## config.mk

```make
export PLATFORM = sky130hd
export DESIGN_NAME = vpid_div
export DESIGN_NICKNAME = d
export VERILOG_FILES = /design/src/sv/vpid_pkg.sv /design/src/sv/vpid_div.sv
export SDC_FILE = /design/constraint.sdc
export NUM_CORES = 1
export LEC_CHECK = 0
export BUFFER_PORTS_ARGS = -buffer_cell sky130_fd_sc_hd__buf_2
export CORE_ASPECT_RATIO = 0.8
export CORE_UTILIZATION = 60
export CTS_BUF_LIST = sky130_fd_sc_hd__clkbuf_8
export DETAILED_ROUTE_END_ITERATION = 8
export GPL_TIMING_DRIVEN = 0
export PLACE_DENSITY = 0.87
export SYNTH_ARGS = -nofsm -noshare
export SYNTH_HDL_FRONTEND = slang
export SYNTH_SLANG_ARGS = --single-unit
export TNS_END_PERCENT = 10
```

## constraint.sdc

```tcl
create_clock -name clk -period 4.9 [get_ports clk]
set_clock_uncertainty 0.15 [all_clocks]
set_input_delay 0.735 -clock clk [delete_from_list [all_inputs] [get_ports clk]]
set_output_delay 0.735 -clock clk [all_outputs]
set_load 0.1 [all_outputs]
```

## src/sv/vpid_pkg.sv

```systemverilog
// Package: shared types, constants and sequencer states for the velocity PID block.
`default_nettype none
package vpid_pkg;
	localparam int W = 32;
	localparam int FB = 16;

	typedef enum logic [2:0] {
		REG_GAIN = 3'd0,
		REG_TI   = 3'd1,
		REG_TD   = 3'd2,
		REG_MIN  = 3'd3,
		REG_MAX  = 3'd4,
		REG_ALPHA = 3'd5,
		REG_BETA = 3'd6,
		REG_GAMMA = 3'd7
	} reg_idx_t;

	typedef enum logic [4:0] {
		S_IDLE, S_EN, S_TF, S_EP, S_ED, S_FN1, S_FN2, S_FDIV, S_FWAIT,
		S_PD, S_IMUL, S_IDIV, S_IWAIT, S_D2, S_DMUL, S_DDIV, S_DWAIT,
		S_SUM, S_KP, S_OUT, S_HOLD
	} state_t;

	// saturate a 66-bit signed value to 32 bits
	function automatic logic signed [31:0] sat32(input logic signed [65:0] x);
		if (x > 66'sh0_7FFF_FFFF) return 32'sh7FFF_FFFF;
		if (x < -66'sh0_8000_0000) return 32'sh8000_0000;
		return x[31:0];
	endfunction
endpackage
`default_nettype wire

```

## src/sv/vpid_div.sv

```systemverilog
// Radix-2 restoring divider, signed dividend, positive divisor, quotient truncated toward zero.
`default_nettype none
module vpid_div (
	input  wire logic               clk,
	input  wire logic               arst_n,
	input  wire logic               start,
	input  wire logic signed [65:0] dividend,
	input  wire logic        [32:0] divisor,
	output logic                    busy,
	output logic signed [65:0]      quotient
);
	import vpid_pkg::*;
	logic [63:0] rem_q;
	logic [63:0] quo_q;
	logic [32:0] den_q;
	logic        neg_q;
	logic [6:0]  cnt_q;
	logic [64:0] trial;
	logic [63:0] mag;

	assign mag = dividend[65] ? 64'(-dividend) : dividend[63:0];
	assign trial = {rem_q, quo_q[63]} - {32'd0, den_q};
	assign busy = (cnt_q != 7'd0);
	assign quotient = neg_q ? -$signed({2'b00, quo_q}) : $signed({2'b00, quo_q});

	always_ff @(posedge clk or negedge arst_n) begin
		if (!arst_n) begin
			cnt_q <= '0;
		end else if (start) begin
			cnt_q <= 7'd64;
		end else if (busy) begin
			cnt_q <= cnt_q - 7'd1;
		end
	end

	always_ff @(posedge clk) begin
		if (start) begin
			rem_q <= '0;
			quo_q <= mag;
			den_q <= divisor;
			neg_q <= dividend[65];
		end else if (busy) begin
			if (!trial[64]) begin
				rem_q <= trial[63:0];
				quo_q <= {quo_q[62:0], 1'b1};
			end else begin
				rem_q <= {rem_q[62:0], quo_q[63]};
				quo_q <= {quo_q[62:0], 1'b0};
			end
		end
	end
endmodule
`default_nettype wire

```

== After elaboration in Yosys (flattened, before gate mapping) ==
Cells that the tools add are included.

* Add/subtract/negate cells: 4
* Reduce and logical (&&, ||, !) cells: 2
* Shifts and indexed selects: 0
* $lt $le $gt $ge: 0
* $mul: 0
* Div/mod/pow operators: 0
* Mux-type cells: 8
* Equality and inequality tests: 0
* Bitwise gates (word level): 0

{| class="wikitable"
|+ Operator list
! cell !! count
|-
| $mux 64 || 4
|-
| $mux 66 || 1
|-
| $neg 64->66 || 1
|-
| $sub 65x33->65 || 1
|-
| $neg 64->64 || 1
|-
| $mux 7 || 2
|-
| $reduce_bool 7->1 || 1
|-
| $sub 7x1->7 const B || 1
|-
| $reduce_bool 2->1 || 1
|-
| $mux 1 || 1
|}

* Memories kept: 0
* Latch bits: 0
* Register bits: 169
* Bits in read-only memories: 0
* Output and inout bits: 67
* RAM bits: 0

== Longest topological paths before layout ==
* Depth in word-level cells: 4
* Mapped depth: 14
* Gate-level depth less buffers: 12

== Worst setup path after synthesis ==
OpenSTA, ideal clock, no wires.

* Kind: register to output
* Start: reg quo_q[20]
* End: out quotient[49]
* Buffers on the path: 0
* Arrival time: 3782 ps
* Required time: 4015 ps
* Cell stages (with the launch flop): 9
* Slack: 233 ps
* Cells stage by stage: edfxtp_1 or4_1 or4_1 or2_1 nor2_1 nand2_1 o31ai_1 nand2_1 xor2_1

* Longest elaborated chain between the ends: 2

{| class="wikitable"
|+ Ends and longest elaborated chain
! element !! RTL line !! RTL
|-
| start: declaration || vpid_div.sv:14 || <nowiki>logic [63:0] quo_q;</nowiki>
|-
| start signal: assignment || vpid_div.sv:39 || <nowiki>quo_q <= mag;</nowiki>
|-
| start signal: assignment || vpid_div.sv:45 || <nowiki>quo_q <= {quo_q[62:0], 1'b1};</nowiki>
|-
| start signal: assignment || vpid_div.sv:48 || <nowiki>quo_q <= {quo_q[62:0], 1'b0};</nowiki>
|-
| $neg 64->66 || vpid_div.sv:24 || <nowiki>assign quotient = neg_q ? -$signed({2'b00, quo_q}) : $signed({2'b00, quo_q});</nowiki>
|-
| $mux 66 || vpid_div.sv:24 ||
|-
| end: declaration || vpid_div.sv:10 || <nowiki>output logic signed [65:0] quotient</nowiki>
|}

Every way passes these cells.

== Worst setup path after layout ==
* Start: reg quo_q[21]
* End: out quotient[59]

Same word-level chain as after synthesis.

==> flow_summary_export.csv <==
group,metric,value,unit
hold_path,hold_depth,1,
setup_path,critical_path_peak_fanout,5,
setup_path,cp.arrival,3.95,ns
setup_path,critPathKind,"reg -> out",
setup_path,crit_start,"quo_q[21]",
finish,utilization,71.5,%
placement,place_area,13200,um2
clock_network,cts_tree,"yes",
setup_path,path_cells,"or4_1 > or4_1 > or2_4 > nor2_1 > nand3_1 > nor2_2 > nand2_1 > o21ai_0 > xnor2_1 > buf_6",
logic_synthesis,netlist_instances,1382,
global_route,grt.overflow.total,0,
floorplanning,io_pins,169,
drt,dr.pass1.iters,9,
hold_path,hp-start,"divisor[31]",
drt,ant_nets,0,
logic_synthesis,yosys-top-cells-count,"nor2_1, nand2_1, a21oi_1",
floorplanning,die_h,129,um
setup_path,rr_worst_depth,13,
finish,antenna_cells,0,
logic_synthesis,avgSynthCellArea,8.71,um2
setup_path,end_kind,"primary output",
sta,finalSetupViolations,0,
clock_network,clk_path_buf_depth,2,
logic_synthesis,seq_area_frac_synth,36.6,%
drt,drc,1,
hold_path,hold_path_class,"in -> reg",
setup_path,path_common_cell,"or4_1",
logic_synthesis,synthFlopType,"edfxtp_1",
logic_synthesis,syn-num-nets,1521,
setup_path,path_delay_family,"simple AND/OR/NAND/NOR gates",
setup_path,crit_path_top_delay_cell,"or4_1",
global_route,grt_pass1_wl,57000,um
drt,drt-total-wl,36300,um
status,failed_checks,"design-rule violations",
sta,drv_slew,0,
clock_network,numCtsBuffers,17,
status,status,"finished with violations",
floorplanning,die_area,20600,um2
sta,hold_viol_final,0,
sta,maxSlewHeadroom,36.6,%
placement,port_buffers,167,
sta,max_freq,207,MHz
logic_synthesis,ys_ff_latch,169,
sta,worstMarginPinSlew,0.949,ns
clock_network,clk_pin_slew_worst_paths,0.10,ns
pwr,peakVddDrop,0.399,mV
global_route,grt_pass1_vias,11100,
logic_synthesis,ys_warn_count,0,
clock_network,h-tree-depth,4,
placement,dp_hpwl,27000,um
global_route,grtUsageTotal,35.2,%
logic_synthesis,synth-edff-count,98,
pwr,p_per_area,616,nW/um2
logic_synthesis,synth_most_common_cell,"nor2_1",
pwr,p_leak,5.64,nW
placement,gp_congestion,1.02,
logic_synthesis,synth_top_cell_by_area,"edfxtp_1",
logic_synthesis,async_reset_ff_share,4.14,%
global_route,antenna_found_initial,0,
setup_path,startpoint_type,"flop",
drt,vias,12000,
clock_network,clock-root-buffer,"clkbuf_8",
logic_synthesis,synth_top_area_share,24.5,%
clock_network,clock_latency,0.49,ns
setup_path,cp_data_required_time,4.01,ns
floorplanning,die-width,160,um
setup_path,path_depth,10,
sta,timing.final.crit_share,98.7,%
sta,period_needed,4.84,ns
drt,wl_per_cell,19.6,um
floorplanning,start_util,62.3,%
drt,viasPerCell,6.49,
setup_path,path_buf_inv,1,
drt,drtIter0Drc,1538,
floorplanning,core-area,19300,um2
logic_synthesis,netlist_top_cells_area,"edfxtp_1, dfxtp_1, xnor2_1",
finish,final_area,13800,um2
global_route,grt_max_degree,36,
logic_synthesis,ys_types,71,
finish,layout-drive-gt1-share,16.4,%
finish,synthToLayoutAreaGrowth,14.7,%
logic_synthesis,synth_area,12000,um2
setup_path,slowest_delay,0.63,ns
floorplanning,row_count,45,
finish,final_nets,1717,
flow_run,maxCapViolations,0,
setup_path,r2r-start,"quo_q[63]",
clock_network,clock_sinks,169,
[flip-flops by register name, indices dropped and copies added, names as in the netlist]
| register | cells |
|---|---|
| rem_q | 64 |
| quo_q | 64 |
| cnt_q | 7 |
| neg_q | 1 |
| den_q | 33 |
[layer usage]
layer / track usage [%] / vias up / routed length [um]
li1: - / 5426 / -
met1: 48.0 / 5609 / 15000
met3: 10.5 / 123 / 4560
met5: 0 / - / 0
met4: 13.4 / 0 / 1150
met2: 52.8 / 834 / 15600
[worst register-to-register path, stage by stage (launching register included)]
cell and delay [ns]:
edfxtp_1 0.55, inv_1 0.13, ha_1 0.24, fa_1 0.41
nand2b_1 0.19, a21oi_1 0.28, o211ai_1 0.28, and2_1 0.25
a311o_1 0.31, buf_4 0.20, a2111oi_4 0.48, nand3_1 0.18
xor2_1 0.17, a211oi_1 0.23
[cell families (layout without fill, tap and decap cells)]
logic type | count (synthesis) | count (layout) | synth area share (%)
fa+ha+maj | 37 | 37 | 3.91
mux | 42 | 42 | 3.75
xor+xnor | 184 | 184 | 13.4
simple gates | 467 | 467 | 18.9
buf+inv | 123 | 332 | 4.01
flops | 169 | 169 | 36.6
compound gates | 360 | 360 | 19.5
[layout by cell type, fill, tap and decap left out, drive strengths merged, types with 5 or more instances in the layout]
| cell type | instances |
|---|---|
| xor2 | 88 |
| a311oi | 11 |
| o21bai | 5 |
| and3 | 9 |
| nand4 | 18 |
| or2 | 9 |
| o211ai | 9 |
| o31ai | 33 |
| mux2i | 27 |
| nor3 | 28 |
| nor2 | 167 |
| o41ai | 21 |
| edfxtp | 98 |
| inv | 61 |
| o2111ai | 5 |
| a211oi | 53 |
| a21o | 13 |
| nand2 | 108 |
| nor4 | 23 |
| o21a | 6 |
| or3 | 22 |
| a21oi | 107 |
| dfrtp | 7 |
| clkbuf | 77 |
| nand2b | 15 |
| dfxtp | 64 |
| mux2 | 15 |
| nand3 | 26 |
| buf | 186 |
| ha | 36 |
| or4 | 19 |
| o21ai | 81 |
| xnor2 | 96 |
[report_power, final]
| part | internal (mW) | total (mW) | leakage [nW] | switching [mW] |
|---|---|---|---|---|
| Sequential | 1.93 | 2.37 | 1.60 | 0.442 |
| Clock | 0.517 | 1.10 | 0.219 | 0.584 |
| Combinational | 1.69 | 5.03 | 3.82 | 3.33 |
[per-stage QoR]
step	worst slack [ns]	total power, mW	hold slack (ns)	setup TNS, ns	instances
4_1_cts	-0.0523	8.38	0.253	-0.187	1843
6_report	0.0637	8.50	0.267	0	1849
2_1_floorplan	0.233	6.21	0.289	0	1382
5_1_grt	-0.0497	8.95	0.238	-0.109	1849
3_5_place_dp	0.140	7.25	0.326	0	1808
3_3_place_gp	0.0245	7.15	0.321	0	1807
[final cells by class]
cell class | instances | area [um2]
Sequential cell | 169 | 4400
Multi-Input combinational cell | 1090 | 7220
Tap cell | 258 | 323
Inverter | 53 | 199
Timing Repair Buffer | 177 | 958
Clock inverter | 15 | 189
Clock buffer | 17 | 234
Fill cell | 1481 | 5510
Buffer | 70 | 284
[path summary, 6_finish.rpt]
path                       slack [ns]      endpoint
setup reg to reg                 0.77     rem_q[51]
max in group asynchronous        3.92      cnt_q[3]
hold / removal                   0.27     den_q[31]
hold reg to reg                  0.34      rem_q[1]
min in group asynchronous        0.52      cnt_q[5]
setup / recovery                 0.06  quotient[59]
[timing repair]
| item | in CTS | in global routing |
|---|---|---|
| resized for setup | 11 | 14 |
| hold buffers | 1 | 0 |
| endpoints found under the setup margin | 11 | 23 |
| buffers inserted | 2 | 6 |
| endpoints found under the hold margin | 7 | 0 |
| pin swaps | 1 | 1 |
(Power assumes the default switching activity.)
